==> src/hw/rtl/kcm_pkg.sv <==
`timescale 1ns / 1ps
`default_nettype none

package kcm_pkg;

   // field widths
   localparam int OP_W     = 1;
   localparam int DEV_W    = 2;
   localparam int ETYPE_W  = 5;
   localparam int KEY_W    = 10;
   localparam int KVAL_W   = 2;
   localparam int ENTRY_W  = 4;
   localparam int POS_W    = 2;
   localparam int CLIENT_W = 3;
   localparam int TAG_W    = 16;

   // parameter defaults
   localparam int CHORD_KEYS_DEF   = 4;
   localparam int BIND_ENTRIES_DEF = 16;
   localparam int KEYBOARDS_DEF    = 4;

   // result limit per event
   localparam int MAX_RESULTS = 16;
   localparam int CNT_W       = $clog2(MAX_RESULTS + 1);

   // codes
   localparam logic [OP_W-1:0]    OP_EVENT   = 1'b0;
   localparam logic [OP_W-1:0]    OP_BIND    = 1'b1;
   localparam logic [ETYPE_W-1:0] EV_KEY     = 5'd1;
   localparam logic [KVAL_W-1:0]  KV_RELEASE = 2'd0;
   localparam logic [KVAL_W-1:0]  KV_PRESS   = 2'd1;
   localparam logic [KEY_W-1:0]   KEY_EMPTY  = '0;

   typedef enum logic [1:0] {
      ST_IDLE,
      ST_EVAL,
      ST_SCAN,
      ST_FLUSH
   } kcm_state_type;

   typedef struct packed {
      logic [OP_W-1:0]     op;
      logic [DEV_W-1:0]    device_id;
      logic [ETYPE_W-1:0]  event_type;
      logic [KEY_W-1:0]    key_code;
      logic [KVAL_W-1:0]   key_value;
      logic [ENTRY_W-1:0]  bind_entry;
      logic [POS_W-1:0]    bind_pos;
      logic [CLIENT_W-1:0] bind_client;
      logic [TAG_W-1:0]    bind_tag_in;
      logic                bind_enable;
   } kcm_req_type;

   // binding write broadcast to every cell
   typedef struct packed {
      logic                en;
      logic [ENTRY_W-1:0]  entry;
      logic [POS_W-1:0]    pos;
      logic [KEY_W-1:0]    key;
      logic [CLIENT_W-1:0] client;
      logic [TAG_W-1:0]    tag;
      logic                enable;
   } bwr_type;

endpackage

`default_nettype wire

==> src/hw/rtl/kcm_ifs.sv <==
`timescale 1ns / 1ps
`default_nettype none

interface kcm_req_if;
   logic                          valid;
   logic                          ready;
   logic [kcm_pkg::OP_W-1:0]      op;
   logic [kcm_pkg::DEV_W-1:0]     device_id;
   logic [kcm_pkg::ETYPE_W-1:0]   event_type;
   logic [kcm_pkg::KEY_W-1:0]     key_code;
   logic [kcm_pkg::KVAL_W-1:0]    key_value;
   logic [kcm_pkg::ENTRY_W-1:0]   bind_entry;
   logic [kcm_pkg::POS_W-1:0]     bind_pos;
   logic [kcm_pkg::CLIENT_W-1:0]  bind_client;
   logic [kcm_pkg::TAG_W-1:0]     bind_tag_in;
   logic                          bind_enable;

   modport source (
      output valid, op, device_id, event_type, key_code, key_value,
             bind_entry, bind_pos, bind_client, bind_tag_in, bind_enable,
      input  ready
   );

   modport sink (
      input  valid, op, device_id, event_type, key_code, key_value,
             bind_entry, bind_pos, bind_client, bind_tag_in, bind_enable,
      output ready
   );
endinterface

interface kcm_rsp_if;
   logic                          valid;
   logic                          ready;
   logic [kcm_pkg::CLIENT_W-1:0]  client_id;
   logic [kcm_pkg::TAG_W-1:0]     bind_tag;
   logic                          last;

   modport source (
      output valid, client_id, bind_tag, last,
      input  ready
   );

   modport sink (
      input  valid, client_id, bind_tag, last,
      output ready
   );
endinterface

`default_nettype wire

==> src/hw/rtl/key_chord_matcher.sv <==
`timescale 1ns / 1ps
`default_nettype none

// Hotkey chord detector.
// req_ch carries one item per transfer: op 1 writes one key slot of a binding
// entry (plus its owner, tag and enable), op 0 is a keyboard event. Only key
// events (type 1) with value release or press act; the rest, and a press of a
// held key, are dropped. Each other key event updates that keyboard's held-key
// row, then a scan token walks the chain of binding cells, one cell per cycle.
// Each matching valid entry yields one rsp_ch transfer {client_id, bind_tag},
// in entry order, at most MAX_RESULTS of them; last marks the final one of the
// event. A binding write or dropped event returns to idle straight after
// evaluation; a scanned event holds req_ch through the cell walk and the flush.
// One result is held back so that last can be set; the output register frees
// req_ch while the final result waits to be taken. When rsp_ch stalls and a
// new hit finds the held-back result still waiting, the token stops in place
// and resumes on the next transfer. Reset empties every held-key slot and
// invalidates all bindings; binding keys, owners and tags must be written
// before an entry is enabled.
module key_chord_matcher #(
   parameter int CHORD_KEYS   = kcm_pkg::CHORD_KEYS_DEF,
   parameter int BIND_ENTRIES = kcm_pkg::BIND_ENTRIES_DEF,
   parameter int KEYBOARDS    = kcm_pkg::KEYBOARDS_DEF
) (
   input  logic        clock,
   input  logic        reset,
   kcm_req_if.sink     req_ch,
   kcm_rsp_if.source   rsp_ch
);
   import kcm_pkg::*;

   localparam int KBW = (KEYBOARDS > 1) ? $clog2(KEYBOARDS) : 1;
   localparam int SW  = (CHORD_KEYS > 1) ? $clog2(CHORD_KEYS) : 1;

   typedef logic [CHORD_KEYS-1:0][KEY_W-1:0] row_type;

   kcm_state_type        state_ff, state_in;
   kcm_req_type          q_ff;
   row_type              held_ff [KEYBOARDS];
   row_type              row;
   row_type              row_in;
   logic                 ev_ok;
   logic                 do_scan;
   logic                 held_we;
   logic [KBW-1:0]       dev_idx;

   logic                 advance;
   logic                 start;
   logic                 take;
   logic                 hit_any;
   logic                 out_free;
   logic                 out_load;
   logic                 out_last;
   logic                 pend_clear;
   bwr_type              wr;

   logic [CNT_W-1:0]     cnt_ff;
   logic                 pend_vld_ff;
   logic [CLIENT_W-1:0]  pend_client_ff;
   logic [TAG_W-1:0]     pend_tag_ff;
   logic                 rsp_vld_ff;
   logic [CLIENT_W-1:0]  rsp_client_ff;
   logic [TAG_W-1:0]     rsp_tag_ff;
   logic                 rsp_last_ff;

   logic [BIND_ENTRIES-1:0]  tok_w;
   logic [BIND_ENTRIES-1:0]  hit_w;
   row_type                  held_w  [BIND_ENTRIES];
   logic [CLIENT_W-1:0]      owner_w [BIND_ENTRIES];
   logic [TAG_W-1:0]         tag_w   [BIND_ENTRIES];
   logic [CLIENT_W-1:0]      hit_client;
   logic [TAG_W-1:0]         hit_tag;

   // ---------------- request capture ----------------
   assign req_ch.ready = (state_ff == ST_IDLE);

   always_ff @(posedge clock) begin
      if (req_ch.valid && req_ch.ready) begin
         q_ff.op          <= req_ch.op;
         q_ff.device_id   <= req_ch.device_id;
         q_ff.event_type  <= req_ch.event_type;
         q_ff.key_code    <= req_ch.key_code;
         q_ff.key_value   <= req_ch.key_value;
         q_ff.bind_entry  <= req_ch.bind_entry;
         q_ff.bind_pos    <= req_ch.bind_pos;
         q_ff.bind_client <= req_ch.bind_client;
         q_ff.bind_tag_in <= req_ch.bind_tag_in;
         q_ff.bind_enable <= req_ch.bind_enable;
      end
   end

   // ---------------- held-key update ----------------
   assign dev_idx = KBW'(q_ff.device_id);
   assign row     = held_ff[dev_idx];

   always_comb begin
      logic           found, zfound;
      logic [SW-1:0]  fidx, zidx;
      found  = 1'b0;
      zfound = 1'b0;
      fidx   = '0;
      zidx   = '0;
      // walk downward so the lowest matching slot wins
      for (int i = CHORD_KEYS - 1; i >= 0; i--) begin
         if (row[i] == q_ff.key_code) begin
            found = 1'b1;
            fidx  = SW'(i);
         end
         if (row[i] == KEY_EMPTY) begin
            zfound = 1'b1;
            zidx   = SW'(i);
         end
      end
      ev_ok = (q_ff.op == OP_EVENT) && (int'(q_ff.device_id) < KEYBOARDS)
           && (q_ff.event_type == EV_KEY)
           && ((q_ff.key_value == KV_RELEASE) || (q_ff.key_value == KV_PRESS));
      row_in = row;
      if (q_ff.key_value == KV_RELEASE) begin
         if (found) begin
            row_in[fidx] = KEY_EMPTY;
         end
      end else if (!found && zfound) begin
         row_in[zidx] = q_ff.key_code;
      end
      do_scan = ev_ok && !((q_ff.key_value == KV_PRESS) && found);
   end

   assign held_we = (state_ff == ST_EVAL) && do_scan;

   always_ff @(posedge clock) begin
      if (reset) begin
         for (int k = 0; k < KEYBOARDS; k++) begin
            held_ff[k] <= '0;
         end
      end else if (held_we) begin
         held_ff[dev_idx] <= row_in;
      end
   end

   // ---------------- binding write ----------------
   always_comb begin
      wr.en     = (state_ff == ST_EVAL) && (q_ff.op == OP_BIND)
               && (int'(q_ff.bind_pos) < CHORD_KEYS);
      wr.entry  = q_ff.bind_entry;
      wr.pos    = q_ff.bind_pos;
      wr.key    = q_ff.key_code;
      wr.client = q_ff.bind_client;
      wr.tag    = q_ff.bind_tag_in;
      wr.enable = q_ff.bind_enable;
   end

   // ---------------- cell chain ----------------
   for (genvar g = 0; g < BIND_ENTRIES; g++) begin : g_cell
      logic     tok_i;
      row_type  held_i;
      if (g == 0) begin : g_head
         assign tok_i  = start;
         assign held_i = row_in;
      end else begin : g_body
         assign tok_i  = tok_w[g-1];
         assign held_i = held_w[g-1];
      end

      kcm_cell #(
         .CHORD_KEYS (CHORD_KEYS),
         .IDX        (g)
      ) u_cell (
         .clock   (clock),
         .reset   (reset),
         .advance (advance),
         .tok_i   (tok_i),
         .held_i  (held_i),
         .wr      (wr),
         .tok_o   (tok_w[g]),
         .held_o  (held_w[g]),
         .hit_o   (hit_w[g]),
         .owner_o (owner_w[g]),
         .tag_o   (tag_w[g])
      );
   end

   // at most one cell holds the token, so an OR picks its result
   always_comb begin
      hit_client = '0;
      hit_tag    = '0;
      for (int e = 0; e < BIND_ENTRIES; e++) begin
         hit_client = hit_client | owner_w[e];
         hit_tag    = hit_tag | tag_w[e];
      end
   end

   assign hit_any  = |hit_w;
   assign out_free = !rsp_vld_ff || rsp_ch.ready;

   // ---------------- sequencer ----------------
   always_ff @(posedge clock) begin
      if (reset) begin
         state_ff <= ST_IDLE;
      end else begin
         state_ff <= state_in;
      end
   end

   always_comb begin
      state_in   = state_ff;
      advance    = 1'b1;
      start      = 1'b0;
      take       = 1'b0;
      out_load   = 1'b0;
      out_last   = 1'b0;
      pend_clear = 1'b0;
      unique case (state_ff)
         ST_IDLE: begin
            if (req_ch.valid) begin
               state_in = ST_EVAL;
            end
         end
         ST_EVAL: begin
            if (do_scan) begin
               start    = 1'b1;
               state_in = ST_SCAN;
            end else begin
               state_in = ST_IDLE;
            end
         end
         ST_SCAN: begin
            take = hit_any && (cnt_ff < CNT_W'(MAX_RESULTS));
            // hold the chain while a new hit cannot push the pending one out
            if (take && pend_vld_ff && !out_free) begin
               advance = 1'b0;
               take    = 1'b0;
            end
            if (advance) begin
               out_load = take && pend_vld_ff;
               if (tok_w[BIND_ENTRIES-1]) begin
                  state_in = ST_FLUSH;
               end
            end
         end
         ST_FLUSH: begin
            if (!pend_vld_ff) begin
               state_in = ST_IDLE;
            end else if (out_free) begin
               out_load   = 1'b1;
               out_last   = 1'b1;
               pend_clear = 1'b1;
               state_in   = ST_IDLE;
            end
         end
         default: begin
            state_in = ST_IDLE;
         end
      endcase
   end

   // ---------------- pending result and count ----------------
   always_ff @(posedge clock) begin
      if (reset) begin
         pend_vld_ff <= 1'b0;
         cnt_ff      <= '0;
      end else if (state_ff == ST_EVAL) begin
         pend_vld_ff <= 1'b0;
         cnt_ff      <= '0;
      end else if (take) begin
         pend_vld_ff <= 1'b1;
         cnt_ff      <= cnt_ff + CNT_W'(1);
      end else if (pend_clear) begin
         pend_vld_ff <= 1'b0;
      end
   end

   always_ff @(posedge clock) begin
      if (take) begin
         pend_client_ff <= hit_client;
         pend_tag_ff    <= hit_tag;
      end
   end

   // ---------------- output register ----------------
   always_ff @(posedge clock) begin
      if (reset) begin
         rsp_vld_ff <= 1'b0;
      end else if (out_load) begin
         rsp_vld_ff <= 1'b1;
      end else if (rsp_ch.ready) begin
         rsp_vld_ff <= 1'b0;
      end
   end

   always_ff @(posedge clock) begin
      if (out_load) begin
         rsp_client_ff <= pend_client_ff;
         rsp_tag_ff    <= pend_tag_ff;
         rsp_last_ff   <= out_last;
      end
   end

   assign rsp_ch.valid     = rsp_vld_ff;
   assign rsp_ch.client_id = rsp_client_ff;
   assign rsp_ch.bind_tag  = rsp_tag_ff;
   assign rsp_ch.last      = rsp_last_ff;

   // ---------------- assertions ----------------
   a_one_token: assert property (@(posedge clock) disable iff (reset)
      $onehot0(tok_w))
      else $error("more than one scan token in the cell chain");

   a_one_hit: assert property (@(posedge clock) disable iff (reset)
      $onehot0(hit_w))
      else $error("more than one cell reports a hit");

   a_token_source: assert property (@(posedge clock) disable iff (reset)
      $rose(tok_w[0]) |-> $past(state_ff) == ST_EVAL)
      else $error("token entered the chain outside of event evaluation");

   a_idle_drained: assert property (@(posedge clock) disable iff (reset)
      (state_ff == ST_IDLE) |-> !pend_vld_ff && (cnt_ff <= CNT_W'(MAX_RESULTS)))
      else $error("pending result left behind at end of scan");

endmodule

`default_nettype wire

==> src/hw/rtl/kcm_cell.sv <==
`timescale 1ns / 1ps
`default_nettype none

module kcm_cell #(
   parameter int CHORD_KEYS = kcm_pkg::CHORD_KEYS_DEF,
   parameter int IDX        = 0
) (
   input  logic                                          clock,
   input  logic                                          reset,
   input  logic                                          advance,
   input  logic                                          tok_i,
   input  logic [CHORD_KEYS-1:0][kcm_pkg::KEY_W-1:0]     held_i,
   input  kcm_pkg::bwr_type                              wr,
   output logic                                          tok_o,
   output logic [CHORD_KEYS-1:0][kcm_pkg::KEY_W-1:0]     held_o,
   output logic                                          hit_o,
   output logic [kcm_pkg::CLIENT_W-1:0]                  owner_o,
   output logic [kcm_pkg::TAG_W-1:0]                     tag_o
);
   import kcm_pkg::*;

   logic                                tok_ff;
   logic [CHORD_KEYS-1:0][KEY_W-1:0]    held_ff;
   logic [CHORD_KEYS-1:0][KEY_W-1:0]    key_ff;
   logic [CLIENT_W-1:0]                 owner_ff;
   logic [TAG_W-1:0]                    tag_ff;
   logic                                valid_ff;
   logic                                sel;
   logic                                all_found;

   assign sel = wr.en && (int'(wr.entry) == IDX);

   // token and held snapshot move one cell per advance
   always_ff @(posedge clock) begin
      if (reset) begin
         tok_ff <= 1'b0;
      end else if (advance) begin
         tok_ff <= tok_i;
      end
   end

   always_ff @(posedge clock) begin
      if (advance) begin
         held_ff <= held_i;
      end
   end

   always_ff @(posedge clock) begin
      if (reset) begin
         valid_ff <= 1'b0;
      end else if (sel) begin
         valid_ff <= wr.enable;
      end
   end

   always_ff @(posedge clock) begin
      if (sel) begin
         owner_ff <= wr.client;
         tag_ff   <= wr.tag;
         for (int i = 0; i < CHORD_KEYS; i++) begin
            if (int'(wr.pos) == i) begin
               key_ff[i] <= wr.key;
            end
         end
      end
   end

   // every bound key must appear in some held slot
   always_comb begin
      logic any;
      all_found = 1'b1;
      for (int k = 0; k < CHORD_KEYS; k++) begin
         any = 1'b0;
         for (int j = 0; j < CHORD_KEYS; j++) begin
            any = any | (held_ff[j] == key_ff[k]);
         end
         all_found = all_found & any;
      end
   end

   assign tok_o   = tok_ff;
   assign held_o  = held_ff;
   assign hit_o   = tok_ff && valid_ff && all_found;
   assign owner_o = hit_o ? owner_ff : '0;
   assign tag_o   = hit_o ? tag_ff : '0;

endmodule

`default_nettype wire

==> src/flat_wrapper.sv <==
// flat-port wrapper written by rule: the top's interface ports become plain ports
module key_chord_matcher_flat import kcm_pkg::*;
#(
   parameter int CHORD_KEYS   = kcm_pkg::CHORD_KEYS_DEF,
   parameter int BIND_ENTRIES = kcm_pkg::BIND_ENTRIES_DEF,
   parameter int KEYBOARDS    = kcm_pkg::KEYBOARDS_DEF
)
  (clock, reset, req_ch_valid, req_ch_op, req_ch_device_id, req_ch_event_type, req_ch_key_code, req_ch_key_value, req_ch_bind_entry, req_ch_bind_pos, req_ch_bind_client, req_ch_bind_tag_in, req_ch_bind_enable, req_ch_ready, rsp_ch_valid, rsp_ch_client_id, rsp_ch_bind_tag, rsp_ch_last, rsp_ch_ready);
  kcm_req_if req_ch_i ();
  kcm_rsp_if rsp_ch_i ();
  input  logic clock;
  input  logic reset;
  input wire logic [$bits(req_ch_i.valid)-1:0] req_ch_valid;
  input wire logic [$bits(req_ch_i.op)-1:0] req_ch_op;
  input wire logic [$bits(req_ch_i.device_id)-1:0] req_ch_device_id;
  input wire logic [$bits(req_ch_i.event_type)-1:0] req_ch_event_type;
  input wire logic [$bits(req_ch_i.key_code)-1:0] req_ch_key_code;
  input wire logic [$bits(req_ch_i.key_value)-1:0] req_ch_key_value;
  input wire logic [$bits(req_ch_i.bind_entry)-1:0] req_ch_bind_entry;
  input wire logic [$bits(req_ch_i.bind_pos)-1:0] req_ch_bind_pos;
  input wire logic [$bits(req_ch_i.bind_client)-1:0] req_ch_bind_client;
  input wire logic [$bits(req_ch_i.bind_tag_in)-1:0] req_ch_bind_tag_in;
  input wire logic [$bits(req_ch_i.bind_enable)-1:0] req_ch_bind_enable;
  output wire logic [$bits(req_ch_i.ready)-1:0] req_ch_ready;
  output wire logic [$bits(rsp_ch_i.valid)-1:0] rsp_ch_valid;
  output wire logic [$bits(rsp_ch_i.client_id)-1:0] rsp_ch_client_id;
  output wire logic [$bits(rsp_ch_i.bind_tag)-1:0] rsp_ch_bind_tag;
  output wire logic [$bits(rsp_ch_i.last)-1:0] rsp_ch_last;
  input wire logic [$bits(rsp_ch_i.ready)-1:0] rsp_ch_ready;
  assign req_ch_i.valid = req_ch_valid;
  assign req_ch_i.op = req_ch_op;
  assign req_ch_i.device_id = req_ch_device_id;
  assign req_ch_i.event_type = req_ch_event_type;
  assign req_ch_i.key_code = req_ch_key_code;
  assign req_ch_i.key_value = req_ch_key_value;
  assign req_ch_i.bind_entry = req_ch_bind_entry;
  assign req_ch_i.bind_pos = req_ch_bind_pos;
  assign req_ch_i.bind_client = req_ch_bind_client;
  assign req_ch_i.bind_tag_in = req_ch_bind_tag_in;
  assign req_ch_i.bind_enable = req_ch_bind_enable;
  assign req_ch_ready = req_ch_i.ready;
  assign rsp_ch_valid = rsp_ch_i.valid;
  assign rsp_ch_client_id = rsp_ch_i.client_id;
  assign rsp_ch_bind_tag = rsp_ch_i.bind_tag;
  assign rsp_ch_last = rsp_ch_i.last;
  assign rsp_ch_i.ready = rsp_ch_ready;
  key_chord_matcher #(.CHORD_KEYS(CHORD_KEYS), .BIND_ENTRIES(BIND_ENTRIES), .KEYBOARDS(KEYBOARDS)) u_core (.clock(clock), .reset(reset), .req_ch(req_ch_i), .rsp_ch(rsp_ch_i));
endmodule
==> config.mk <==
export PLATFORM = sky130hd
export DESIGN_NAME = key_chord_matcher_flat
export DESIGN_NICKNAME = d
export VERILOG_FILES = /design/src/hw/rtl/kcm_pkg.sv /design/src/hw/rtl/kcm_ifs.sv /design/src/hw/rtl/key_chord_matcher.sv /design/src/hw/rtl/kcm_cell.sv /design/src/flat_wrapper.sv
export SDC_FILE = /design/constraint.sdc
export NUM_CORES = 2
export LEC_CHECK = 0
export BUFFER_PORTS_ARGS = -buffer_cell sky130_fd_sc_hd__buf_2
export CORE_AREA = 4 4 442 444
export CTS_CLUSTER_SIZE = 40
export DETAILED_ROUTE_END_ITERATION = 7
export DIE_AREA = 0 0 446 448
export HOLD_SLACK_MARGIN = 0.08
export PLACE_DENSITY = 0.65
export REMOVE_ABC_BUFFERS = 1
export SLEW_MARGIN = 20
export SYNTH_ARGS = -nofsm -noshare
export SYNTH_HDL_FRONTEND = slang
export SYNTH_HIERARCHICAL = 1
export SYNTH_SLANG_ARGS = --single-unit
export TNS_END_PERCENT = 100
==> constraint.sdc <==
create_clock -name clock -period 22.7 [get_ports clock]
set_input_delay 1.135 -clock clock [delete_from_list [all_inputs] [get_ports clock]]
set_output_delay 1.135 -clock clock [all_outputs]
set_load 0.01 [all_outputs]
# --- Word-level counts from Yosys, hierarchy flattened ---
# Memory sizes are Yosys's and may differ from the RTL's. A register that Yosys moved wholly into a read port is not among the register bits.
# Index checks and enable logic that the tools add are counted.
word_totals:
  reg_bits: 1710
  mem_count: 1
  input_bits: 50
  ram_bits: 160
  out_inout_bits: 22
  word_cells: 1013
op_classes:
  order_cmp: 5
  n_addsub: 1
  n_reduce_logical: 146
  mux: 89
  n_eq_ne: 287
  n_bitwise: 273
memory_table:
  columns: ["name", "depth", "word_bits", "rd", "rd_ports_with_merged_regs", "write_ports", "line", "text"]
  rows:
  - ["u_core.held_ff", 4, 40, 1, 1, 4, "key_chord_matcher.sv:39", "row_type held_ff [KEYBOARDS];"]
op_table:
  columns: ["op", "count"]
  rows:
  - ["10-bit == test", 260]
  - ["16-bit two-way mux", 16]
  - ["16-bit OR", 15]
  - ["1-bit OR", 192]
  - ["40-bit two-way mux", 4]
  - ["2-bit AND reduction", 64]
  - ["1-bit logical AND", 62]
  - ["1-bit AND", 48]
  - ["3-bit two-way mux", 16]
  - ["3-bit OR", 15]
  - ["40-bit AND", 1]
  - ["40-bit bitwise mux", 1]
  - ["10-bit demux with 2-bit select", 2]
  - ["10-bit zero test", 4]
  - ["40-bit NOT", 1]
  - ["40-bit OR reduction", 1]
  - ["4-bit == test (second input constant)", 8]
  - ["2-bit two-way mux", 16]
  - ["1-bit two-way mux", 30]
  - ["10-bit two-way mux", 2]
  - ["4-bit by 3-bit == test with 1-bit output (second input constant)", 4]
  - ["16-bit OR reduction", 1]
  - ["2-bit == test (second input constant)", 4]
  - ["4-bit by 2-bit == test with 1-bit output (second input constant)", 2]
  - ["other kinds (20)", 32]

# --- Depth between registers and ports, before layout ---
logic_depth:
  ltp_word: 24
  mapped_depth: 15
  ltp_nobuf: 13

# --- Modules after synthesis ---
# Netlist, hierarchy kept.
modules_own_cells:
  columns: ["module", "instances", "seq_area_each_um2", "cells_per_inst", "area_per_inst_um2"]
  rows:
  - ["kcm_cell at u_core.g_cell[10].u_cell ...", 4, 3012.9, 398, 5227.5]
  - ["kcm_cell at u_core.g_cell[11].u_cell ...", 4, 3012.9, 400, 5227.5]
  - ["kcm_cell at u_core.g_cell[0].u_cell ...", 3, 3012.9, 400, 5225.0]
  - ["key_chord_matcher", 1, 7577.3, 877, 11780.0]
  - ["kcm_cell at u_core.g_cell[4].u_cell ...", 2, 3012.9, 398, 5226.3]
  - ["kcm_cell at u_core.g_cell[13].u_cell ...", 2, 3012.9, 398, 5225.0]
  - ["kcm_cell at u_core.g_cell[15].u_cell", 1, 3012.9, 400, 5226.3]

# --- Worst setup path before layout ---
# OpenSTA, ideal clock, no wires.
synth_timing:
  kind: "register to register"
  from: "register u_core.g_cell[2].u_cell.held_ff (netlist bit u_core/g_cell[2].u_cell/held_o[17])"
  to: "register u_core.g_cell[0].u_cell.tok_ff"
  period_less_slack_ns: 15.866
  path_buffers: 2
  required_time_ns: 22.538
  setup_time_ns: 0.162
  setup_slack_ns: 6.834
  path_stages_with_launch: 16
  arrival_time_ns: 15.704
  cell_sequence: "edfxtp_1 > clkbuf_2 > xnor2_1 > nand4_1 > nor4_1 > nor4_1 > nor2_2 > buf_6 > and2_1 > nor4_1 > a41oi_1 > nand3b_1 > nor2_1 > inv_1 > mux2i_1 > nor2_1"
synth_via:
  elab_chain_cells: 15
  elab_cells_between_ends: 27
  cone_classes: "4 x eq/ne; 3 x mux; 15 x bitwise; 5 x reduce/logical"
synth_rtl:
  columns: ["element", "line", "text"]
  rows:
  - ["start, declared", "kcm_cell.sv:23", "logic [CHORD_KEYS-1:0][KEY_W-1:0] held_ff;"]
  - ["start signal, assigned", "kcm_cell.sv:44", "held_ff <= held_i;"]
  - ["10-bit == test", "kcm_cell.sv:75", "any = any | (held_ff[j] == key_ff[k]);"]
  - ["1-bit OR (3 in a row)", "kcm_cell.sv:75", null]
  - ["1-bit AND (2 in a row)", "kcm_cell.sv:77", "all_found = all_found & any;"]
  - ["1-bit AND (*)", "kcm_cell.sv:77", null]
  - ["1-bit logical AND (*)", "kcm_cell.sv:83", "assign hit_o = tok_ff && valid_ff && all_found;"]
  - ["via u_core.hit_w[2]", "key_chord_matcher.sv:67", "logic [BIND_ENTRIES-1:0] hit_w;"]
  - ["16-bit OR reduction (*)", "key_chord_matcher.sv:192", "assign hit_any = |hit_w;"]
  - ["1-bit logical AND (*)", "key_chord_matcher.sv:227", "take = hit_any && (cnt_ff < CNT_W'(MAX_RESULTS));"]
  - ["1-bit logical AND (*) (2 in a row)", "key_chord_matcher.sv:229", "if (take && pend_vld_ff && !out_free) begin"]
  - ["1-bit two-way mux (*)", "key_chord_matcher.sv:229", null]
  - ["1-bit two-way mux (*) (2 in a row)", "key_chord_matcher.sv:212", "unique case (state_ff)"]
  - ["via u_core.advance", "key_chord_matcher.sv:47", "logic advance;"]
  - ["end signal, assigned", "kcm_cell.sv:38", "tok_ff <= tok_i;"]
  - ["end, declared", "kcm_cell.sv:22", "logic tok_ff;"]
# Mark *: on every way through the listed nets, which the timed path passes. The rest lies on a longest branch. The select of a mux whose other input is x is not followed.
# A chain may end at the register's enable or synchronous reset.

# --- Worst setup path in the final report ---
layout_timing:
  from: "register u_core.g_cell[3].u_cell.held_ff (netlist bit u_core/g_cell[3].u_cell/held_o[31])"
  to: "register u_core.g_cell[7].u_cell.tok_ff"
layout_via:
  elab_chain_cells: 13
  elab_cells_between_ends: 19
  cone_classes: "4 x eq/ne; 3 x mux; 7 x bitwise; 5 x reduce/logical"
layout_rtl:
  columns: ["element", "line"]
  rows:
  - ["start, declared", "kcm_cell.sv:23"]
  - ["start signal, assigned", "kcm_cell.sv:44"]
  - ["10-bit == test", "kcm_cell.sv:75"]
  - ["1-bit OR", "kcm_cell.sv:75"]
  - ["1-bit AND (2 in a row)", "kcm_cell.sv:77"]
  - ["1-bit AND (*)", "kcm_cell.sv:77"]
  - ["1-bit logical AND (*)", "kcm_cell.sv:83"]
  - ["via u_core.hit_w[3]", "key_chord_matcher.sv:67"]
  - ["16-bit OR reduction (*)", "key_chord_matcher.sv:192"]
  - ["1-bit logical AND (*)", "key_chord_matcher.sv:227"]
  - ["1-bit logical AND (*) (2 in a row)", "key_chord_matcher.sv:229"]
  - ["1-bit two-way mux (*)", "key_chord_matcher.sv:229"]
  - ["1-bit two-way mux (*) (2 in a row)", "key_chord_matcher.sv:212"]
  - ["via u_core.advance", "key_chord_matcher.sv:47"]
  - ["end signal, assigned", "kcm_cell.sv:38"]
  - ["end, declared", "kcm_cell.sv:22"]
# Marks and branches as above.

==> results.json <==
{
  "rsz0062_at_grt": "no",
  "synth.avg_cell_area_um2": 13.1,
  "insertion_delay_ns": 0.89,
  "area_delta_synth_final_pct": 6.96,
  "die-area_um2": 200000,
  "ios": 72,
  "ys_seq_area_share_pct": 58.5,
  "slew_headroom_pct": 21.2,
  "crit_chain": "xnor2_1 -> nand4_1 -> nor4_1 -> nor4_1 -> buf_4 -> nor3_2 -> buf_4 -> and2_1 -> nor4_1 -> a41oi_1 -> nand3b_1 -> nor2_1 -> inv_8 -> buf_4 -> buf_4 -> buf_4 -> mux2i_1 -> nor2_1",
  "synthDominantCellAreaShare_pct": 57.6,
  "clk_pin_slew_ns": 0.07,
  "synth_edf_count": 1829,
  "critical_path_class": "flop to flop",
  "fin_crit_ns": 7.77,
  "fmax_ghz": 0.129,
  "synth_flop_cell": "edfxtp_1",
  "grt_pass1_vias": 57462,
  "cts-root-buf": "clkbuf_16",
  "clockBufferDepth": 3,
  "p_total_mw": 8.50,
  "die_w_um": 446,
  "critPathMaxFanout": 101,
  "synth_area_leader_cell": "edfxtp_1",
  "num_vias": 57913,
  "skew_ns": 0.0542,
  "fillers": 15683,
  "drtAntennaViolNets": 0,
  "ir_drop_mv": 0.0611,
  "cts_resized": 0,
  "htree_levels": 4,
  "dp_slack_ns": 14.99,
  "grt_use_total_pct": 29.8,
  "worst_slack_ns": 14.93,
  "start_kind": "flop",
  "synth_area_um2": 95400,
  "synthCells": 7261,
  "cts_tree": "done",
  "leakage_nw": 33.2,
  "worstPathRequired_ns": 23.41,
  "crit_top_cell": "buf_4",
  "grt_pass1_wl_um": 427000,
  "finalNonFillerCells": 9479,
  "drt_iter0_drc": 7304,
  "postCtsHoldBufs": 0,
  "grt_overflow_total": 0,
  "yosysUniqueCellTypes": 54,
  "critical_path.top_delay_family": "buffers and inverters",
  "gp_congestion": 0.980,
  "die_h_um": 448,
  "num_rows": 161,
  "tightest_slew_ns": 1.18,
  "wl_per_cell_um": 31.8,
  "grt_max_degree": 102,
  "dr.pass1.iters": 6,
  "power_per_cell_area_nw_per_um2": 83.3,
  "start_util_pct": 49.8,
  "setup_tns_ns": 0,
  "hold_viol": 0,
  "post-route-period-util_pct": 34.2,
  "synth.top_cells.by_area": "edfxtp_1 58%, xnor2_1 19%, xor2_1 4.8%",
  "setup_violations": 0,
  "synth_seq_cells": 1872,
  "maxCapViolCount": 0,
  "cp-end-kind": "flop",
  "stdcell_area_um2": 102000,
  "cts_buffers": 193,
  "routed_wl_um": 302000,
  "async_flop_share_pct": 0,
  "slowest_delay_ns": 0.96,
  "hold_path_class": "flop to flop",
  "drc": 0,
  "hpwl_um": 198000,
  "antenna_found_initial": 15,
  "portBuffers": 71,
  "nets": 6835,
  "dpl.cell_count": 9115,
  "critPathBufInv": 6,
  "core_um2": 192000,
  "crit_slowest_cell": "buf_4",
  "clkSinkCount": 1872,
  "slew_violations": 0,
  "yosysWarnings": 6,
  "vias_per_cell": 6.11,
  "layout-drive-gt1-share_pct": 9.15,
  "status": "completed",
  "post_cts_buffers": 0,
  "dpl-instance-area_um2": 95400,
  "worstPathArrival_ns": 8.47
}
-- sequential cells by signal, summed over array words and instances, names as in the netlist, 44 cells and up, named ones only --
signal,cells
u_core/g_cell.u_cell/key_ff,640
u_core/g_cell.u_cell/owner_ff,48
u_core/held_ff,160
u_core/g_cell.u_cell/held_o,640
u_core/g_cell.u_cell/tag_ff,256
u_core/q_ff,44
-- final cells by class --
cell class                 count  area [um2]  share of cell area [%]
sequential                  1872       55800                    54.7
multi-input combinational   4482       35100                    34.4
clock buffer                 224        5000                    4.90
tap                         2526        3160                    3.10
clock inverter               136        1570                    1.54
timing repair buffer         189        1240                    1.22
inverter                      46         180                   0.177
antenna                        4        10.0                 0.00981
-- cells in the mapped netlist, types with 3 or more instances --
cell type,number
xnor2_1,2085
edfxtp_1,1829
nand4_1,556
xor2_1,518
buf_2,445
nor4_1,417
clkbuf_2,336
and3_1,322
nor2_1,186
nand2_1,86
a21oi_1,51
buf_6,50
dfxtp_1,43
mux4_2,40
inv_1,39
and2_1,27
mux2i_1,25
clkbuf_1,24
nor3_1,22
nor2_2,16
nor3_2,16
nor2b_1,13
nor3b_1,11
a22oi_1,10
a22oi_2,10
a32oi_1,10
nand2_4,9
nor4b_1,8
inv_2,7
nand3_1,6
buf_1,4
nand4b_1,4
or4_1,4
nor4_2,3
o2111ai_1,3
o21ai_0,3
or2_2,3
-- layout by cell type (no fill, tap or decap), types with 9 or more instances in the layout --
master      synthesis  final
nand2_1            86     83
a22oi_2            10     10
clkbuf_16           0    193
a21oi_1            51     51
clkinvlp_4          0     15
nor3_1             22     19
nor2b_1            13     13
nor4_1            417    409
a32oi_1            10     10
mux4_2             40     40
inv_1              39     38
clkinv_1            0     35
mux2i_1            25     25
buf_4               1    118
xor2_1            518    518
and2_1             27     26
clkinv_2            0     27
edfxtp_1         1829   1829
bufinv_16           0     21
nand2_4             9      9
clkinv_4            0     14
a22oi_1            10     10
xnor2_1          2085   2085
nor3_2             16     19
nor4_2              3     10
nor2_1            186    179
nor3b_1            11      9
clkbuf_1           24     26
nor2_2             16     22
buf_2             445     71
dfxtp_1            43     41
and3_1            322    322
nand4_1           556    556
-- final timing paths --
check / start / to / slack (ns) / cells past startpoint
worst min register to register: u_core/pend_client_ff[1] / u_core/rsp_ch.client_id[1] / 0.42 / 0
worst max-delay path: u_core/g_cell[3].u_cell/held_o[31] / u_core/g_cell[7].u_cell/tok_o / 14.93 / 18
worst max register to register: u_core/g_cell[3].u_cell/held_o[31] / u_core/g_cell[7].u_cell/tok_o / 14.93 / 18
worst min-delay path: u_core/pend_client_ff[1] / u_core/rsp_ch.client_id[1] / 0.42 / 0
-- layer usage --
layer | up-vias | GRT usage, % | share of wire (%) | routed length [um]
li1 | 24712 | - | - | -
met1 | 29248 | 40.3 | 40 | 120000
met2 | 3164 | 47.7 | 47 | 140000
met3 | 783 | 4.49 | 8.3 | 24900
met4 | 6 | 14.0 | 5.3 | 16000
met5 | - | 0 | 0.012 | 36
-- through the flow --
step	utilization, %	hold WS [ns]
global route	53.3	0.403
global placement	49.8	0.402
detailed placement	49.8	0.405
CTS	53.2	0.389
floorplan	-	0.400
finish	53.3	0.419
-- power by group --
part	internal (mW)	switching [mW]
clock network	1.84	1.42
logic	0.381	0.317
registers	4.00	0.541
total	6.22	2.28
-- kinds of logic after synthesis --
family | after synthesis | synth area share (%)
and+or+nand+nor | 1719 | 10.7
AOI/OAI and AO/OA | 93 | 0.658
adders and majority gates | 1 | 0.0131
xor gates and xnor gates | 2603 | 23.9
buffers and inverters | 907 | 5.00
muxes | 66 | 1.22
DFF | 1872 | 58.5
Power figures use the tool's default switching activity.
